===== config.mk =====
export PLATFORM = sky130hd
export DESIGN_NAME = wgc_front
export DESIGN_NICKNAME = d
export VERILOG_FILES = /design/src/rtl/wgc_pkg.sv /design/src/rtl/wgc_front.sv
export SDC_FILE = /design/constraint.sdc
export NUM_CORES = 1
export LEC_CHECK = 0
export ABC_AREA = 1
export BUFFER_PORTS_ARGS = -buffer_cell sky130_fd_sc_hd__buf_2
export CAP_MARGIN = 20
export CORE_UTILIZATION = 45
export DETAILED_ROUTE_END_ITERATION = 8
export GPL_TIMING_DRIVEN = 0
export PLACE_DENSITY = 0.68
export SLEW_MARGIN = 20
export SYNTH_ARGS = -nofsm -noshare
export SYNTH_HDL_FRONTEND = slang
export SYNTH_SLANG_ARGS = --single-unit

===== constraint.sdc =====
create_clock -name clk -period 13.3 [get_ports clk]
set_input_delay 0.665 -clock clk [delete_from_list [all_inputs] [get_ports clk]]
set_output_delay 0.665 -clock clk [all_outputs]
set_load 0.05 [all_outputs]

===== src/rtl/wgc_pkg.sv =====
package wgc_pkg;

    localparam int NUM_AXES    = 3;
    localparam int GRAIN_W     = 4;
    localparam int CFG_W       = 5;
    localparam int POS_W       = 16;
    localparam int IN_W        = 16;
    localparam int WC_W        = 32;
    localparam int MASS_W      = 48;
    localparam int MOM_W       = 64;
    localparam int QUOT_W      = 17;
    localparam int STEP_W      = $clog2(QUOT_W);
    localparam int QUEUE_DEPTH = 4;
    localparam int QPTR_W      = $clog2(QUEUE_DEPTH);
    localparam int QCNT_W      = $clog2(QUEUE_DEPTH + 1);

    localparam logic [CFG_W-1:0] NUM_GRAINS_RESET = 5'd16;
    localparam logic [POS_W-1:0] CENTER_POS_MAX   = 16'h7fff;
    localparam logic [POS_W-1:0] CENTER_NEG_MAX   = 16'h8000;

    typedef logic [NUM_AXES-1:0][POS_W-1:0]  pos_vec_t;
    typedef logic [NUM_AXES-1:0][MOM_W-1:0]  mom_vec_t;
    typedef logic [NUM_AXES-1:0][QUOT_W-1:0] quot_vec_t;

    // one classified sample waiting for the accumulator
    typedef struct packed {
        logic               acc;
        logic [GRAIN_W-1:0] grain;
        logic [WC_W-1:0]    wc;
        logic [IN_W-1:0]    eta;
        pos_vec_t           pos;
        logic               eop;
    } q_entry_t;

    // one accumulator row
    typedef struct packed {
        logic [MASS_W-1:0] mass;
        mom_vec_t          mom;
    } acc_entry_t;

    typedef struct packed {
        logic busy;
        logic done;
    } div_stat_t;

endpackage


===== src/rtl/wgc_front.sv =====
module wgc_front
    import wgc_pkg::*;
#(
    parameter int MAX_GRAINS = 16
)
(
    input  logic                      clk,
    input  logic                      rst_n,
    input  logic [$clog2(MAX_GRAINS + 1)-1:0] n,
    input  logic                      in_valid,
    output logic                      in_ready,
    input  logic [GRAIN_W-1:0]        grain_index,
    input  logic [IN_W-1:0]           quad_weight,
    input  logic [IN_W-1:0]           coord_factor,
    input  logic signed [POS_W-1:0]   pos_x,
    input  logic signed [POS_W-1:0]   pos_y,
    input  logic signed [POS_W-1:0]   pos_z,
    input  logic [IN_W-1:0]           order_value,
    input  logic                      end_of_pass,
    output logic                      push,
    output q_entry_t                  entry,
    input  logic                      q_ready
);

    logic                fv_reg;
    logic                fv_next;
    logic                take;
    logic [GRAIN_W-1:0]  g_reg;
    logic [IN_W-1:0]     w_reg;
    logic [IN_W-1:0]     c_reg;
    logic [IN_W-1:0]     eta_reg;
    pos_vec_t            pos_reg;
    logic                eop_reg;

    assign in_ready = !fv_reg || q_ready;
    assign take     = in_valid && in_ready;
    assign push     = fv_reg;

    always_comb
    begin
        fv_next = fv_reg;
        if (take)
        begin
            fv_next = 1'b1;
        end
        else if (q_ready)
        begin
            fv_next = 1'b0;
        end
    end

    always_ff @(posedge clk or negedge rst_n)
    begin
        if (!rst_n)
        begin
            fv_reg <= 1'b0;
        end
        else
        begin
            fv_reg <= fv_next;
        end
    end

    always_ff @(posedge clk)
    begin
        if (take)
        begin
            g_reg   <= grain_index;
            w_reg   <= quad_weight;
            c_reg   <= coord_factor;
            eta_reg <= order_value;
            pos_reg <= {pos_z, pos_y, pos_x};
            eop_reg <= end_of_pass;
        end
    end

    // classify: only grains below the effective count accumulate
    always_comb
    begin
        entry.acc   = ({3'b000, g_reg} < 7'(n));
        entry.grain = g_reg;
        entry.wc    = w_reg * c_reg;
        entry.eta   = eta_reg;
        entry.pos   = pos_reg;
        entry.eop   = eop_reg;
    end

endmodule


==> reports/results.tsv <==
stage	metric	value	unit
timing	fin crit period	7.56	ns
clock_tree	CTS Sinks	102	
placement	DP Wirelength	27.8	mm
clock_tree	CTS tree	yes	
floorplanning	FP Rows	60	
grt	grt met2 use	0.419	
logic_synthesis	sequential-to-total area share from yosys stat	0.243	
grt	Overflow after GRT	0	
worst_setup_path	Critical R2R Launch	push	
cells_and_area	ant diodes	0	
logic_synthesis	Yosys reg bits	102	
floorplanning	Initial Utilization	0.463	
drt	Final ANT Viol Nets	0	
worst_setup_path	crit end category	output port	
timing	final setup vio count	0	
cells_and_area	multi-input logic area	0.00767	mm^2
clock_tree	post-CTS sizing	0	
grt	grt peak-use layer	met2	
floorplanning	Die Ht	169	um
logic_synthesis	post-synthesis cell count	1480	
timing	RSZ-0062 raised after global routing	no	
min_path	worst min path class	input pin to async pin	
grt	GR Util All Layers	0.247	
grt	M1 GR Usage	0.319	
worst_setup_path	WP data arrival	6.89	ns
cells_and_area	Sequential cell area	0.00306	mm^2
grt	first-pass GRT wire length	53.7	mm
grt	routing usage on met3	0.0476	
worst_setup_path	WS Path Type	register to output port	
timing	worst slew pin tran	0.721	ns
clock_tree	Clock transition at path regs	0.08	ns
drt	Avg WL per Cell	15.8	um
worst_setup_path	r2r worst-path depth	5	
timing	Slew headroom	0.520	
drt	DRC	0	
grt	initial antenna violation count	0	
drt	initial drt markers	689	
worst_setup_path	crit path launch type	register	
timing	final worst-path cycle share	0.568	
grt	pin count of the biggest net entering global routing	26	
drt	via count	9917	
timing	Layout Skew	0.0137	ns
floorplanning	DIE AREA	0.0286	mm^2
drt	DRT Pass-1 Iters	8	
cells_and_area	fillers	2577	
clock_tree	htree depth	3	
clock_tree	cts bufs inserted	9	
clock_tree	CTS max path bufs	2	
cells_and_area	number of flip-flops in the largest register	48	
grt	vias in the first global route	10300	
floorplanning	io pins	214	
drt	Via-to-Cell Ratio	4.75	
clock_tree	post-CTS setup repair buffer count	0	
clock_tree	clk root buf	clkbuf_16	
floorplanning	core box area	0.0272	mm^2
worst_setup_path	CP required	12.64	ns
cells_and_area	Syn-to-layout area delta	15.5	%
clock_tree	hold buffer count at CTS	0	
flow_run	Max-cap violations	0	
placement	GPL Wtd Cong	0.941	
logic_synthesis	unique cell type count in the Yosys netlist	20	
outcome	status	finished clean	
timing	Max Fclk	132	MHz
logic_synthesis	Post-Syn Area	0.0126	mm^2
clock_tree	Skew-Pair Late Insertion Delay	0.36	ns
cells_and_area	final-stage net count	2120	
timing	final hold vios	0	
drt	Routed Wire Length	32.9	mm
worst_setup_path	largest fanout on the critical path	10	
logic_synthesis	syn_nets	1891	
logic_synthesis	yosys warns	0	
worst_setup_path	R2R Path End	c_reg[2]	
floorplanning	Die W	169	um
worst_setup_path	r2r setup slk	11.41	ns
cells_and_area	layout cells sized above 1	0.148	
timing	Pins Over Slew Limit	0	
placement	port buffer count	213	
timing	setup TNS	0	ns
logic_synthesis	Avg Cell Area, Syn	8.49	um^2
[through the flow]
stage	hold WS, ns	setup slack (ns)	utilization	cells	area [um^2]
after floorplan	0.369	6.99	-	1480	12600
after global placement	0.456	5.29	0.519	2065	14100
after detailed placement	0.458	6.20	0.523	2070	14200
after CTS	0.0744	5.75	0.534	2086	14500
after global routing	0.0765	5.44	0.534	2086	14500
final	0.0869	5.74	0.534	2086	14500
[area by class of cell]
class | instances | area share
repair buffers | 218 | 0.0812
clock inverters | 7 | 0.00448
plain buffers | 65 | 0.0171
flip-flops and latches | 102 | 0.211
inverters | 428 | 0.111
multi-input cells | 885 | 0.528
well taps | 372 | 0.0321
clock buffers | 9 | 0.0155
[Yosys cell counts]
master,instances,area share
a21o_1,1,0.00060
a21oi_1,18,0.0072
buf_4,1,0.00060
clkbuf_1,64,0.019
dfrtp_1,1,0.0020
edfxtp_1,101,0.24
fa_1,194,0.31
ha_1,107,0.11
inv_1,428,0.13
nand2_1,460,0.14
nand2_2,5,0.0025
nand3_1,30,0.012
nand3_2,6,0.0048
nand4_1,4,0.0020
nor2_1,32,0.0096
nor2_2,7,0.0035
o21a_1,1,0.00060
o21bai_1,2,0.0012
xnor2_1,2,0.0014
xor2_1,16,0.011
[worst max-delay path: stages, from the launching register on]
cell and delay [ns]:
edfxtp_1 0.33, clkbuf_1 0.55, clkbuf_1 0.55, nand2_1 0.16
fa_1 0.53, inv_1 0.05, fa_1 0.49, inv_1 0.05
fa_1 0.52, inv_1 0.05, fa_1 0.53, fa_1 0.53
inv_1 0.05, fa_1 0.48, inv_1 0.05, ha_1 0.35
nand2_1 0.13, nor2_2 0.20, nand3_1 0.12, nand3_2 0.15
xor2_1 0.30, buf_2 0.34
[layer usage]
layer / vias up / share of wire
li1: 4702 / -
met3: 47 / 0.082
met2: 404 / 0.48
met1: 4764 / 0.41
met4: 0 / 0.026
met5: - / 0
[cells in the final DEF, fill, tap and decap left out]
master and instances:
nand2_1 460, inv_1 428, buf_2 213, fa_1 194, ha_1 107, edfxtp_1 101, clkbuf_1 64, nor2_1 32
nand3_1 30, a21oi_1 17, xor2_1 16, clkbuf_16 9, nor2_2 7, nand3_2 6, nand2_2 5, nand4_1 4
buf_16 3, o21bai_1 2, xnor2_1 2, clkinvlp_4 2, inv_6 2, buf_8 2, a21o_1 1, a21oi_4 1
o21a_1 1, buf_4 1, clkinv_2 1, clkinv_8 1, inv_8 1, dfrtp_1 1
[kinds of logic after synthesis]
group	after synthesis	synth area share
AND/OR/NAND/NOR	544	0.172
buffers and inverters	493	0.148
adder cells (fa/ha/maj)	301	0.415
flip-flops	102	0.243
AO/OA/AOI/OAI	22	0.00956
XOR/XNOR	18	0.0125
[how the worst max path moves through the flow]
stage	startpoint	slack (ns)	cells after the start	end
2_1_floorplan	w_reg[7]	6.99	22	entry[83]
3_3_place_gp	in_valid	5.29	3	c_reg[7]
3_5_place_dp	c_reg[8]	6.20	21	entry[80]
4_1_cts	c_reg[8]	5.75	21	entry[80]
5_1_grt	c_reg[8]	5.44	21	entry[80]
6_report	c_reg[8]	5.74	21	entry[80]
Power is left out: the tool's default activity adds up to more than one toggle a clock period on the data nets, which glitch-free logic cannot reach.
