**src/rtl/wgc_pkg.sv**
```systemverilog
package wgc_pkg;

    localparam int NUM_AXES    = 3;
    localparam int GRAIN_W     = 4;
    localparam int CFG_W       = 5;
    localparam int POS_W       = 16;
    localparam int IN_W        = 16;
    localparam int WC_W        = 32;
    localparam int MASS_W      = 48;
    localparam int MOM_W       = 64;
    localparam int QUOT_W      = 17;
    localparam int STEP_W      = $clog2(QUOT_W);
    localparam int QUEUE_DEPTH = 4;
    localparam int QPTR_W      = $clog2(QUEUE_DEPTH);
    localparam int QCNT_W      = $clog2(QUEUE_DEPTH + 1);

    localparam logic [CFG_W-1:0] NUM_GRAINS_RESET = 5'd16;
    localparam logic [POS_W-1:0] CENTER_POS_MAX   = 16'h7fff;
    localparam logic [POS_W-1:0] CENTER_NEG_MAX   = 16'h8000;

    typedef logic [NUM_AXES-1:0][POS_W-1:0]  pos_vec_t;
    typedef logic [NUM_AXES-1:0][MOM_W-1:0]  mom_vec_t;
    typedef logic [NUM_AXES-1:0][QUOT_W-1:0] quot_vec_t;

    // one classified sample waiting for the accumulator
    typedef struct packed {
        logic               acc;
        logic [GRAIN_W-1:0] grain;
        logic [WC_W-1:0]    wc;
        logic [IN_W-1:0]    eta;
        pos_vec_t           pos;
        logic               eop;
    } q_entry_t;

    // one accumulator row
    typedef struct packed {
        logic [MASS_W-1:0] mass;
        mom_vec_t          mom;
    } acc_entry_t;

    typedef struct packed {
        logic busy;
        logic done;
    } div_stat_t;

endpackage

```
**src/rtl/wgc_div.sv**
```systemverilog
module wgc_div
    import wgc_pkg::*;
(
    input  logic                clk,
    input  logic                rst_n,
    input  logic                start,
    input  logic [MASS_W-1:0]   mass,
    input  mom_vec_t            mag,
    output div_stat_t           stat,
    output quot_vec_t           quot,
    output logic [NUM_AXES-1:0] big
);

    logic                busy_reg;
    logic [STEP_W-1:0]   step_reg;
    logic [MOM_W-1:0]    d_reg;
    mom_vec_t            r_reg;
    quot_vec_t           q_reg;
    logic [NUM_AXES-1:0] big_reg;

    assign stat.busy = busy_reg;
    assign stat.done = busy_reg && (step_reg == '0);
    assign quot      = q_reg;
    assign big       = big_reg;

    always_ff @(posedge clk or negedge rst_n)
    begin
        if (!rst_n)
        begin
            busy_reg <= 1'b0;
            step_reg <= '0;
        end
        else if (start)
        begin
            busy_reg <= 1'b1;
            step_reg <= STEP_W'(QUOT_W - 1);
        end
        else if (busy_reg)
        begin
            if (step_reg == '0)
            begin
                busy_reg <= 1'b0;
            end
            else
            begin
                step_reg <= step_reg - 1'b1;
            end
        end
    end

    // restoring division, one quotient bit per cycle on all three lanes
    always_ff @(posedge clk)
    begin
        if (start)
        begin
            d_reg <= {mass, (QUOT_W - 1)'(0)};
            q_reg <= '0;
            for (int i = 0; i < NUM_AXES; i++)
            begin
                r_reg[i]   <= mag[i];
                big_reg[i] <= ({1'b0, mag[i]} >= {mass, QUOT_W'(0)});
            end
        end
        else if (busy_reg)
        begin
            d_reg <= d_reg >> 1;
            for (int i = 0; i < NUM_AXES; i++)
            begin
                if (r_reg[i] >= d_reg)
                begin
                    r_reg[i] <= r_reg[i] - d_reg;
                    q_reg[i] <= {q_reg[i][QUOT_W-2:0], 1'b1};
                end
                else
                begin
                    q_reg[i] <= {q_reg[i][QUOT_W-2:0], 1'b0};
                end
            end
        end
    end

endmodule

```
**config.mk**
```make
export PLATFORM = sky130hd
export DESIGN_NAME = wgc_div
export DESIGN_NICKNAME = d
export VERILOG_FILES = /design/src/rtl/wgc_pkg.sv /design/src/rtl/wgc_div.sv
export SDC_FILE = /design/constraint.sdc
export NUM_CORES = 1
export LEC_CHECK = 0
export ABC_AREA = 1
export BUFFER_PORTS_ARGS = -buffer_cell sky130_fd_sc_hd__buf_2
export CELL_PAD_IN_SITES_DETAIL_PLACEMENT = 1
export CELL_PAD_IN_SITES_GLOBAL_PLACEMENT = 1
export CORE_MARGIN = 2
export CORE_UTILIZATION = 47
export DETAILED_ROUTE_END_ITERATION = 10
export PLACE_DENSITY_LB_ADDON = 0.3
export SYNTH_ARGS = -nofsm -noshare
export SYNTH_HDL_FRONTEND = slang
export SYNTH_SLANG_ARGS = --single-unit
```
**constraint.sdc**
```tcl
create_clock -name clk -period 11.32 [get_ports clk]
set_input_delay 2.264 -clock clk [delete_from_list [all_inputs] [get_ports clk]]
set_output_delay 2.264 -clock clk [all_outputs]
set_load 0.005 [all_outputs]
```
==> qor.yml <==
postSynthCellCount: 5531
rows: 98
cts_tree: "yes"
critPathLaunchType: "input pin"
synth-xor-area-share_pct: 1.79
synth_edf_count: 243
required_ns: 11.65
fin_crit_ns: 4.72
clk_path_buf_depth: 3
synthesis.nets: 6112
yosys.area_share.simple_pct: 38.4
synth-main-ff-cell: "edfxtp_1"
mostFrequentLayoutCell: "nand2_1"
drtAntennaViolNets: 0
fin_crit_sh_pct: 41.7
hold_viol_final: 0
whs_endpoint: "quot[50]$_SDFFE_PP0P_"
ctsResizeCount: 0
final_util_pct: 52.9
yosysSeqAreaShare_pct: 26.0
area_delta_synth_final_pct: 11.6
setup_violations: 0
fin_skew_ns: 0.0312
drtPass1Iterations: 6
wire_per_inst_um: 21.8
numClockSinks: 316
die_w_um: 272
synth_cell_types: 46
p_comb_share_pct: 70.7
cts.clk_slew.worst_paths_ns: 0.06
dr_total_vias: 38000
end_kind: "register"
multiInputGateArea_um2: 20400
postCtsSetupBuffers: 0
ios: 299
timing.rr.end: "r_reg[191]$_DFFE_PP_"
holdPathStages: 2
gp_congestion: 1.01
initial_utilization_pct: 47.3
worst_slew_pin_slew_ns: 1.18
ys_ff_latch: 316
total_power_uw: 11900
drt_iter0_drc: 3048
portBuffers: 298
intPower_uw: 5240
fillCellCount: 10200
synthArstFlopShare_pct: 1.90
seqPwrFrac_pct: 17.5
r2r_start: "d_reg[59]$_DFFE_PP_"
outcome: "finished, final reports clean"
die_y_um: 272
drcViolationCount: 0
switching_share_pct: 55.8
final_cell_mix: "nand2_1 (2166), inv_1 (1160), nor2_1 (373)"
synthAdderAreaFrac_pct: 12.6
cts_buffers: 41
cts_max_level: 2
crit_arrival_ns: 5.05
regArea_um2: 8790
power_switching_uw: 6620
final.setup.tns_ns: 0
ir_drop_mv: 0.189
fmax_mhz: 212
postCtsHoldBufs: 0
min_path_type: "register to register"
drive_above_1_share_pct: 8.75
vias_per_cell: 5.57
relSlewSlack_pct: 21.2
grt_antenna_before_repair: 20
grt.overflow.total: 0
p_leak_uw: 0.0213
synth_area_um2: 33800
cts_root_buf: "clkbuf_16"
hp-start: "quot[50]$_SDFFE_PP0P_"
synth_top_family_by_area: "simple AND/OR/NAND/NOR gates"
core_um2: 71400
insertion_delay_ns: 0.61
grt_use_total_pct: 39.2
reg2reg_depth: 11
r2r_slack_ns: 7.19
grt_pass1_wl_um: 220000
p_clk_share_pct: 11.8
num-nets-final: 6398
cap_violations: 0
synth_compound_area_share_pct: 7.43
critPathKind: "input pin to register"
power.density_nw_per_um2: 315
syn_area_per_cell_um2: 6.11
grt_max_degree: 109
ys_warn_count: 0
synth_mux_area_share_pct: 0
grt_pass1_vias: 38300
slew_viol_final: 0
hpwlAfterDp_um: 123000
wirelength_um: 149000
design.die.area_um2: 74100
crit_fanout: 73
rsz0062_at_grt: "no"
largest_reg_flops: 192
through the flow:
step,instance area (um2),worst slack [ns],hold slack (ns),instances
global placement,36300,6.25,0.444,6724
global route,37700,6.52,0.486,6818
detailed placement,36300,6.14,0.452,6724
CTS,37700,6.77,0.472,6799
floorplan,33800,6.57,0.452,5531
finish,37700,6.60,0.472,6819
synth_stat cells (2+ instances only):
| library cell | count | area (um2) |
|---|---|---|
| a211oi_1 | 5 | 37.5 |
| a21oi_1 | 205 | 1030 |
| and2_1 | 2 | 12.5 |
| and2_2 | 3 | 22.5 |
| buf_2 | 21 | 105 |
| clkbuf_1 | 43 | 161 |
| dfrtp_1 | 6 | 150 |
| dfxtp_1 | 67 | 1340 |
| edfxtp_1 | 243 | 7300 |
| fa_1 | 3 | 60.1 |
| ha_1 | 335 | 4190 |
| inv_1 | 1160 | 4350 |
| inv_2 | 3 | 11.3 |
| nand2_1 | 2169 | 8140 |
| nand2_2 | 51 | 319 |
| nand3_1 | 258 | 1290 |
| nand3_2 | 14 | 140 |
| nand3b_1 | 27 | 203 |
| nand4_1 | 94 | 588 |
| nor2_1 | 373 | 1400 |
| nor2_2 | 26 | 163 |
| nor3_1 | 40 | 200 |
| nor3_2 | 11 | 110 |
| nor3_4 | 6 | 97.6 |
| nor3b_1 | 3 | 22.5 |
| nor4_1 | 14 | 87.6 |
| nor4_2 | 5 | 62.6 |
| o211ai_1 | 6 | 45.0 |
| o21a_1 | 2 | 15.0 |
| o21ai_0 | 100 | 500 |
| o21ai_1 | 31 | 155 |
| o21bai_1 | 5 | 37.5 |
| o22ai_1 | 104 | 651 |
| o31ai_1 | 2 | 15.0 |
| or2_2 | 16 | 100 |
| xnor2_1 | 64 | 561 |
| xor2_1 | 5 | 43.8 |
worst max path at each step:
stage	startpoint	end	slack, ns	depth (start not counted)
floorplan	start	r_reg[0]$_DFFE_PP_	6.57	5
global placement	start	r_reg[3]$_DFFE_PP_	6.25	7
detailed placement	start	r_reg[14]$_DFFE_PP_	6.14	5
CTS	start	r_reg[3]$_DFFE_PP_	6.77	7
global route	start	r_reg[3]$_DFFE_PP_	6.52	7
finish	start	r_reg[3]$_DFFE_PP_	6.60	7
cell type report:
class | count | area share [%]
timing repair buffer | 309 | 4.20
antenna | 20 | 0.133
multi-input combinational | 3986 | 54.0
tap | 950 | 3.15
clock inverter | 15 | 0.438
clock buffer | 60 | 3.21
inverter | 1163 | 11.6
sequential | 316 | 23.3
worst max-delay path, stage by stage:
cell	delay, ns
clkbuf_8	0.29
buf_4	0.54
buf_4	0.72
buf_4	0.73
a21oi_1	0.08
o21ai_0	0.11
o21ai_0	0.10
routing by layer:
metal  vias up  part of all wire, %  track usage [%]
met5         -                0.013                0
met3       360                  7.6             4.63
li1      17900                    -                -
met4         4                  5.5             20.0
met2      1522                   46             65.4
met1     18200                   41             50.1
kinds of logic after synthesis:
kind of cell	count (synthesis)
AO/OA/AOI/OAI	464
XOR/XNOR	69
AND/OR/NAND/NOR	3115
buffers and inverters	1229
flip-flops	316
adder cells (fa/ha/maj)	338
power groups by stage:
stage | clock (uW) | combinational, uW | sequential [uW]
after detailed placement | 0 | 8100 | 2090
after floorplan | 0 | 5690 | 2040
after global placement | 0 | 7800 | 2060
after CTS | 1400 | 8200 | 2070
after global routing | 1440 | 9280 | 2110
final | 1400 | 8390 | 2080
Note: power is estimated with default switching activity, not from simulation.
