===== config.mk =====
export PLATFORM = sky130hd
export DESIGN_NAME = wgc_queue
export DESIGN_NICKNAME = d
export VERILOG_FILES = /design/src/rtl/wgc_pkg.sv /design/src/rtl/wgc_queue.sv
export SDC_FILE = /design/constraint.sdc
export NUM_CORES = 1
export LEC_CHECK = 0
export BUFFER_PORTS_ARGS = -buffer_cell sky130_fd_sc_hd__buf_2
export CAP_MARGIN = 10
export CORE_MARGIN = 1.5
export CORE_UTILIZATION = 37
export DETAILED_ROUTE_END_ITERATION = 10
export GPL_TIMING_DRIVEN = 1
export PLACE_DENSITY = 0.65
export SYNTH_ARGS = -nofsm -noshare
export SYNTH_HDL_FRONTEND = slang
export SYNTH_SLANG_ARGS = --single-unit

===== constraint.sdc =====
create_clock -name clk -period 9.24 [get_ports clk]
set_clock_uncertainty 0.2 [all_clocks]
set_input_delay 1.848 -clock clk [delete_from_list [all_inputs] [get_ports clk]]
set_output_delay 1.848 -clock clk [all_outputs]
set_load 0.02 [all_outputs]

===== src/rtl/wgc_pkg.sv =====
package wgc_pkg;

    localparam int NUM_AXES    = 3;
    localparam int GRAIN_W     = 4;
    localparam int CFG_W       = 5;
    localparam int POS_W       = 16;
    localparam int IN_W        = 16;
    localparam int WC_W        = 32;
    localparam int MASS_W      = 48;
    localparam int MOM_W       = 64;
    localparam int QUOT_W      = 17;
    localparam int STEP_W      = $clog2(QUOT_W);
    localparam int QUEUE_DEPTH = 4;
    localparam int QPTR_W      = $clog2(QUEUE_DEPTH);
    localparam int QCNT_W      = $clog2(QUEUE_DEPTH + 1);

    localparam logic [CFG_W-1:0] NUM_GRAINS_RESET = 5'd16;
    localparam logic [POS_W-1:0] CENTER_POS_MAX   = 16'h7fff;
    localparam logic [POS_W-1:0] CENTER_NEG_MAX   = 16'h8000;

    typedef logic [NUM_AXES-1:0][POS_W-1:0]  pos_vec_t;
    typedef logic [NUM_AXES-1:0][MOM_W-1:0]  mom_vec_t;
    typedef logic [NUM_AXES-1:0][QUOT_W-1:0] quot_vec_t;

    // one classified sample waiting for the accumulator
    typedef struct packed {
        logic               acc;
        logic [GRAIN_W-1:0] grain;
        logic [WC_W-1:0]    wc;
        logic [IN_W-1:0]    eta;
        pos_vec_t           pos;
        logic               eop;
    } q_entry_t;

    // one accumulator row
    typedef struct packed {
        logic [MASS_W-1:0] mass;
        mom_vec_t          mom;
    } acc_entry_t;

    typedef struct packed {
        logic busy;
        logic done;
    } div_stat_t;

endpackage


===== src/rtl/wgc_queue.sv =====
module wgc_queue
    import wgc_pkg::*;
(
    input  logic     clk,
    input  logic     rst_n,
    input  logic     push,
    input  q_entry_t entry,
    output logic     q_ready,
    input  logic     pop,
    output logic     q_valid,
    output q_entry_t head
);

    q_entry_t            slot_reg [QUEUE_DEPTH];
    logic [QPTR_W-1:0]   wr_ptr_reg;
    logic [QPTR_W-1:0]   rd_ptr_reg;
    logic [QCNT_W-1:0]   cnt_reg;
    logic [QCNT_W-1:0]   cnt_next;
    logic                wr;
    logic                rd;

    assign q_ready = (cnt_reg != QCNT_W'(QUEUE_DEPTH));
    assign q_valid = (cnt_reg != '0);
    assign wr      = push && q_ready;
    assign rd      = pop && q_valid;
    assign head    = slot_reg[rd_ptr_reg];

    always_comb
    begin
        cnt_next = cnt_reg;
        if (wr && !rd)
        begin
            cnt_next = cnt_reg + 1'b1;
        end
        else if (rd && !wr)
        begin
            cnt_next = cnt_reg - 1'b1;
        end
    end

    always_ff @(posedge clk or negedge rst_n)
    begin
        if (!rst_n)
        begin
            wr_ptr_reg <= '0;
            rd_ptr_reg <= '0;
            cnt_reg    <= '0;
        end
        else
        begin
            cnt_reg <= cnt_next;
            if (wr)
            begin
                wr_ptr_reg <= wr_ptr_reg + 1'b1;
            end
            if (rd)
            begin
                rd_ptr_reg <= rd_ptr_reg + 1'b1;
            end
        end
    end

    always_ff @(posedge clk)
    begin
        if (wr)
        begin
            slot_reg[wr_ptr_reg] <= entry;
        end
    end

    a_cnt_bound: assert property (@(posedge clk) disable iff (!rst_n)
        cnt_reg <= QCNT_W'(QUEUE_DEPTH))
        else $error("queue count above depth");

endmodule


==> results of run 1 <==
## metrics by stage
stage	hold WS, ns	power, W	setup WS, ns	cell area (µm²)
after floorplan	0.293	0.00402	4.06	15200
after global placement	0.311	0.00453	4.52	16700
after detailed placement	0.319	0.00456	4.53	16700
after CTS	0.328	0.00622	3.90	18100
after global routing	0.369	0.00639	3.78	18100
final	0.330	0.00609	4.11	18100
## cells by family after synthesis
| kind of cell | after synthesis | synth area share (%) |
|---|---|---|
| DFF | 415 | 81.8 |
| muxes | 104 | 15.3 |
| and+or+nand+nor | 10 | 0.338 |
| xor gates and xnor gates | 6 | 0.346 |
| buffers and inverters | 26 | 1.57 |
| adders and majority gates | 6 | 0.544 |
| AOI/OAI and AO/OA | 1 | 0.0742 |
## cells in the mapped netlist
library cell,instances
xnor2_1,4
mux4_2,102
mux2_2,2
clkbuf_1,1
inv_1,3
buf_6,1
nor2_1,2
and2_1,4
xor2_1,2
edfxtp_1,408
or3_1,1
buf_4,4
fa_1,1
ha_1,5
buf_8,1
nand3_1,1
nand2_1,2
buf_2,8
dfrtp_1,7
a21boi_2,1
buf_1,2
buf_12,6
## routing by layer
layer	global-route usage [%]	part of all wire (%)
met1	16.5	40
met2	22.9	51
met3	3.60	6.3
met4	4.95	2.0
met5	0	0
## power by group
part           total (W)  leakage (nW)  switching, W  internal (W)
clock network    0.00164         0.663      0.000676      0.000961
registers        0.00269          3.82      0.000197       0.00249
logic            0.00176          1.62       0.00103      0.000731
total            0.00609          6.10       0.00190       0.00418
## worst reg2reg max path: cells and delay by family, from the launching register on
kind	cells	cell delay, ns
simple gates	2	0.80
flops	1	0.44
compound gates	1	0.38
buf+inv	1	0.87
## how the worst max path moves through the flow
stage                                          end  cells after the start
final                                     head[67]                      3
after global routing                      head[67]                      3
after CTS                                 head[67]                      3
after detailed placement                  head[67]                      3
after global placement                    head[67]                      3
after floorplan           slot_reg[0][0]$_DFFE_PP_                      2
## final cells by class
class | instances | area [µm²] | area share [%]
Timing Repair Buffer | 216 | 1100 | 6.07
Antenna cell | 1 | 2.50 | 0.0138
Multi-Input combinational cell | 127 | 2530 | 14.0
Sequential cell | 415 | 12400 | 68.7
Clock inverter | 22 | 171 | 0.948
Clock buffer | 54 | 1180 | 6.52
Inverter | 3 | 11.3 | 0.0622
Tap cell | 532 | 666 | 3.68
==> results by group, run 1 <==
Run status
  – Run status: finished, final reports clean

Setup path
  – Critical-path cell list: buf_4 -> mux4_2 -> buf_2
  – Crit path max fanout: 41
  – Crit path from: rd_ptr_reg[0]$_DFFE_PN0P_
  – RR Endpoint: slot_reg[2][29]$_DFFE_PP_
  – CP top delay family: flip-flops
  – Req. time, crit path: around 7 ns
  – Reg2reg path depth: 4
  – Largest stage delay, worst path: 0.97 ns
  – CP bufs+invs: 2
  – Endpoint class of the critical path: primary output
  – Slowest stage cell, crit path: dfrtp_4
  – Flop-to-flop setup slack: 6.12 ns
  – Startpoint types: flip-flop
  – Kind of critical path: reg2out
  – FF-to-FF Start: cnt_reg[0]$_DFFE_PN0P_
  – Worst Path Arrival: 3.08 ns

Placed design
  – PortBufs: 209
  – Placer Congestion: 0.682
  – Final HPWL DP: ~16 mm
  – Placed instance count: around 1,300

Timing
  – Fin crit period: between 5 and 6 ns
  – Fin. Hold Viols: 0
  – RSZ-0062 raised after global routing: false
  – Slew margin rel.: 30.1%
  – Slew Viols, Final: 0
  – Worst-Margin Slew: 1.05 ns
  – Max Freq: 195 MHz
  – Setup TNS Final: 0 ns
  – Final setup viols: 0
  – Fin crit share: ~55%

Logic synthesis
  – Largest cells by area after synthesis: edfxtp_1 81%, mux4_2 15%, dfrtp_1 1.2%
  – Syn Std Cell Area: 0.0152 mm²
  – Synth warn: 0
  – Mapped Cells: 568
  – Syn_nets: 680
  – Avg Synthesized Cell Area: between 20 and 30 µm²
  – #FFs+latches synth: 415
  – Sequential area share after synthesis: roughly 82%
  – Synth area leader: edfxtp_1
  – Area share of the largest cell type after synthesis: between 80% and 90%
  – Yosys cell types: 22

Pwr
  – Cell Pwr Density: about 340 mW/mm²
  – VDD IR-drop max: 0.000247 V
  – Leakage power: between 6 and 7 nW

Route
  – Drt pass-1 iters: 6
  – Drt first-iter violations: 301
  – Post-route DRC: 0
  – Routed wire per std cell: 20.6 µm
  – Total Wirelength: 28.3 mm
  – Post-DRT Antenna Nets: 0
  – Vias per inst: 4.83
  – Routed vias: 6,612

Die
  – Die W: 206 µm
  – Ports: 210
  – Initial Util: 37.4%
  – Core area: 0.0406 mm²
  – DIE HEIGHT: 206 µm
  – Die footprint: 0.0423 mm²
  – # rows: 74

Final layout
  – # fillers: 3,433
  – Max reg flops: 408
  – Nets@finish: 918
  – P&R area growth vs syn: 19.2%
  – Commonest non-fill, non-tap cell in the layout: edfxtp_1
  – Most frequent cells in the layout: 408 x edfxtp_1, 209 x buf_2, 102 x mux4_2
  – Fraction of layout cells with a size suffix above 1: approximately 46%
  – Final Non-Filler Cells: 1,370
  – Fin util: 44.5%

Clock tree
  – CTS resizes: 0
  – Hold-fix buffers, CTS: 0
  – Clock Latency Late Sink: between 0.5 and 0.6 ns
  – Clk root buf: clkbuf_16
  – CTS buffer count: 43
  – CTS max path bufs: 3
  – Clock transition at path regs: 0.06 ns
  – Post-CTS setup buffer count: 0
  – H-tree depth: 2
  – Clock sink count: 415
  – CTS tree: built

Global route
  – Vias in the first global route: 7,223
  – Initial antenna violation count: 0
  – First-pass GRT wire length: between 40 and 50 mm
  – Largest net degree at the start of global routing: 65
  – GRT Total Usage: 13.5%
  – Grt ovf: 0

Worst hold path
  – Worst min-delay path class: reg2reg
  – Hold_sp: cnt_reg[2]$_DFFE_PN0P_
  – Hold EP: cnt_reg[2]$_DFFE_PN0P_
  – Hold Crit Depth: 1

Run
  – Maxcap violations: 0
Power figures use the tool's default switching activity.
==> inputs of run 2 (changes only) <==
Settings changed: PLACE_DENSITY 0.65 to 0.68.
Clock period 9.24 ns to 4.3 ns, I/O delays scaled along.
==> results by group, run 2 (synthesis gave the netlist of run 1 again) <==
Setup path
  – FF-to-FF Start: cnt_reg[0]$_DFFE_PN0P_
  – Crit path max fanout: 42
  – Kind of critical path: reg2out
  – Flop-to-flop setup slack: 1.78 ns
  – Reg2reg path depth: 4
  – Req. time, crit path: about 3.2 ns
  – Startpoint types: flip-flop
  – CP top delay family: flip-flops
  – Critical-path cell list: buf_12 -> mux4_2 -> buf_2
  – Crit path from: rd_ptr_reg[0]$_DFFE_PN0P_
  – RR Endpoint: slot_reg[1][74]$_DFFE_PP_
  – WP depth: 3
  – Endpoint class of the critical path: primary output
  – Largest stage delay, worst path: 0.72 ns
  – Slowest stage cell, crit path: dfrtp_4
  – Crit path to: head[19]
  – CP bufs+invs: 2
  – Worst Path Arrival: 2.48 ns

Die
  – # rows: 74
  – Initial Util: 37.4%
  – Die footprint: 0.0423 mm²
  – Die W: around 200 µm
  – Ports: 210
  – Core area: 0.0406 mm²
  – DIE HEIGHT: 206 µm

Timing
  – Slew margin rel.: 56.2%
  – Fin. Hold Viols: 0
  – Setup TNS Final: 0 ns
  – Worst-Margin Slew: 0.657 ns
  – Final setup viols: 0
  – Slew Viols, Final: 0
  – Fin crit share: 82.3%
  – Max Freq: around 280 MHz
  – RSZ-0062 raised after global routing: false
  – Fin crit period: between 3 and 4 ns

Global route
  – Vias in the first global route: 7,292
  – Largest net degree at the start of global routing: 66
  – First-pass GRT wire length: 42.6 mm
  – Grt ovf: 0
  – Initial antenna violation count: 5
  – GRT Total Usage: 13.7%

Route
  – Post-route DRC: 0
  – Routed vias: 6,713
  – Drt first-iter violations: 358
  – Routed wire per std cell: roughly 21 µm
  – Total Wirelength: approximately 29 mm
  – Post-DRT Antenna Nets: 0
  – Vias per inst: 4.88
  – Drt pass-1 iters: 4

Clock tree
  – CTS tree: built
  – Clock sink count: 415
  – CTS max path bufs: 3
  – Clock transition at path regs: 0.06 ns
  – CTS resizes: 0
  – H-tree depth: 2
  – Clock Latency Late Sink: 0.54 ns
  – Post-CTS setup buffer count: 0
  – Clk root buf: clkbuf_16
  – CTS buffer count: 42

Worst hold path
  – Worst min-delay path class: in2reg

Final layout
  – Commonest non-fill, non-tap cell in the layout: edfxtp_1
  – Design area: 0.0183 mm²
  – Most frequent cells in the layout: 408 x edfxtp_1, 209 x buf_2, 102 x mux4_2
  – Max reg flops: 408
  – Nets@finish: 925
  – Fraction of layout cells with a size suffix above 1: 46.2%
  – P&R area growth vs syn: 20.5%

Pwr
  – VDD IR-drop max: between 0.0004 and 0.0005 V
  – Cell Pwr Density: 728 mW/mm²
  – Leakage power: roughly 6.2 nW

Run
  – Maxcap violations: 0

Placed design
  – Placer Congestion: 0.702
  – PortBufs: 209
  – Post-DP Area: 0.0169 mm²
  – Final HPWL DP: 16.7 mm

Run status
  – Run status: finished, final reports clean
run 2: how the worst min path moves through the flow:
stage                                      start                    endpoint  slack, ns  depth (start not counted)
after CTS                             entry[100]  slot_reg[1][100]$_DFFE_PP_       0.28                          1
after global routing                   entry[84]   slot_reg[2][84]$_DFFE_PP_       0.29                          1
after detailed placement  cnt_reg[2]$_DFFE_PN0P_      cnt_reg[2]$_DFFE_PN0P_       0.33                          1
after floorplan           cnt_reg[2]$_DFFE_PN0P_      cnt_reg[2]$_DFFE_PN0P_       0.29                          1
final                                  entry[42]   slot_reg[3][42]$_DFFE_PP_       0.33                          1
after global placement    cnt_reg[2]$_DFFE_PN0P_      cnt_reg[2]$_DFFE_PN0P_       0.32                          1
run 2: worst reg2reg max path, stage by stage (launching register included):
cell and delay [ns]:
dfrtp_1 0.42, nor2_1 0.09, a21boi_2 0.35, and2_4 0.64
buf_4 0.47
run 2: final cells by class:
type	count	area, µm²
antenna	1	2.50
clock buffer	57	1180
clock inverter	18	209
fill	3391	22400
inverter	3	11.3
multi-input combinational	127	2530
sequential	415	12400
tap	532	666
timing repair buffer	224	1260
run 2: stage by stage:
stage	total power (W)	hold WS, ns	instances	setup WS (ns)	util [%]
finish	0.0133	0.330	1377	0.761	45.0
global route	0.0140	0.288	1376	0.589	45.0
CTS	0.0136	0.279	1376	0.648	45.0
detailed placement	0.00990	0.332	1300	1.25	41.6
global placement	0.00983	0.318	1300	1.26	41.6
floorplan	0.00863	0.293	568	0.104	-
run 2: routing by layer:
metal | global-route usage (%) | wire length [µm]
met5 | 0 | 57
met4 | 3.86 | 571
met3 | 4.89 | 2100
met2 | 22.3 | 14000
met1 | 17.4 | 12000
run 2: power by group:
group	leakage [nW]	internal, W	switching [W]
logic	1.69	0.00166	0.00244
clock network	0.678	0.00222	0.00141
registers	3.82	0.00535	0.000237
run 2: what timing repair did:
action                                 in CTS  in global routing
setup endpoints to repair                   0                  0
hold buffers                                1                  0
endpoints found under the hold margin       7                  0
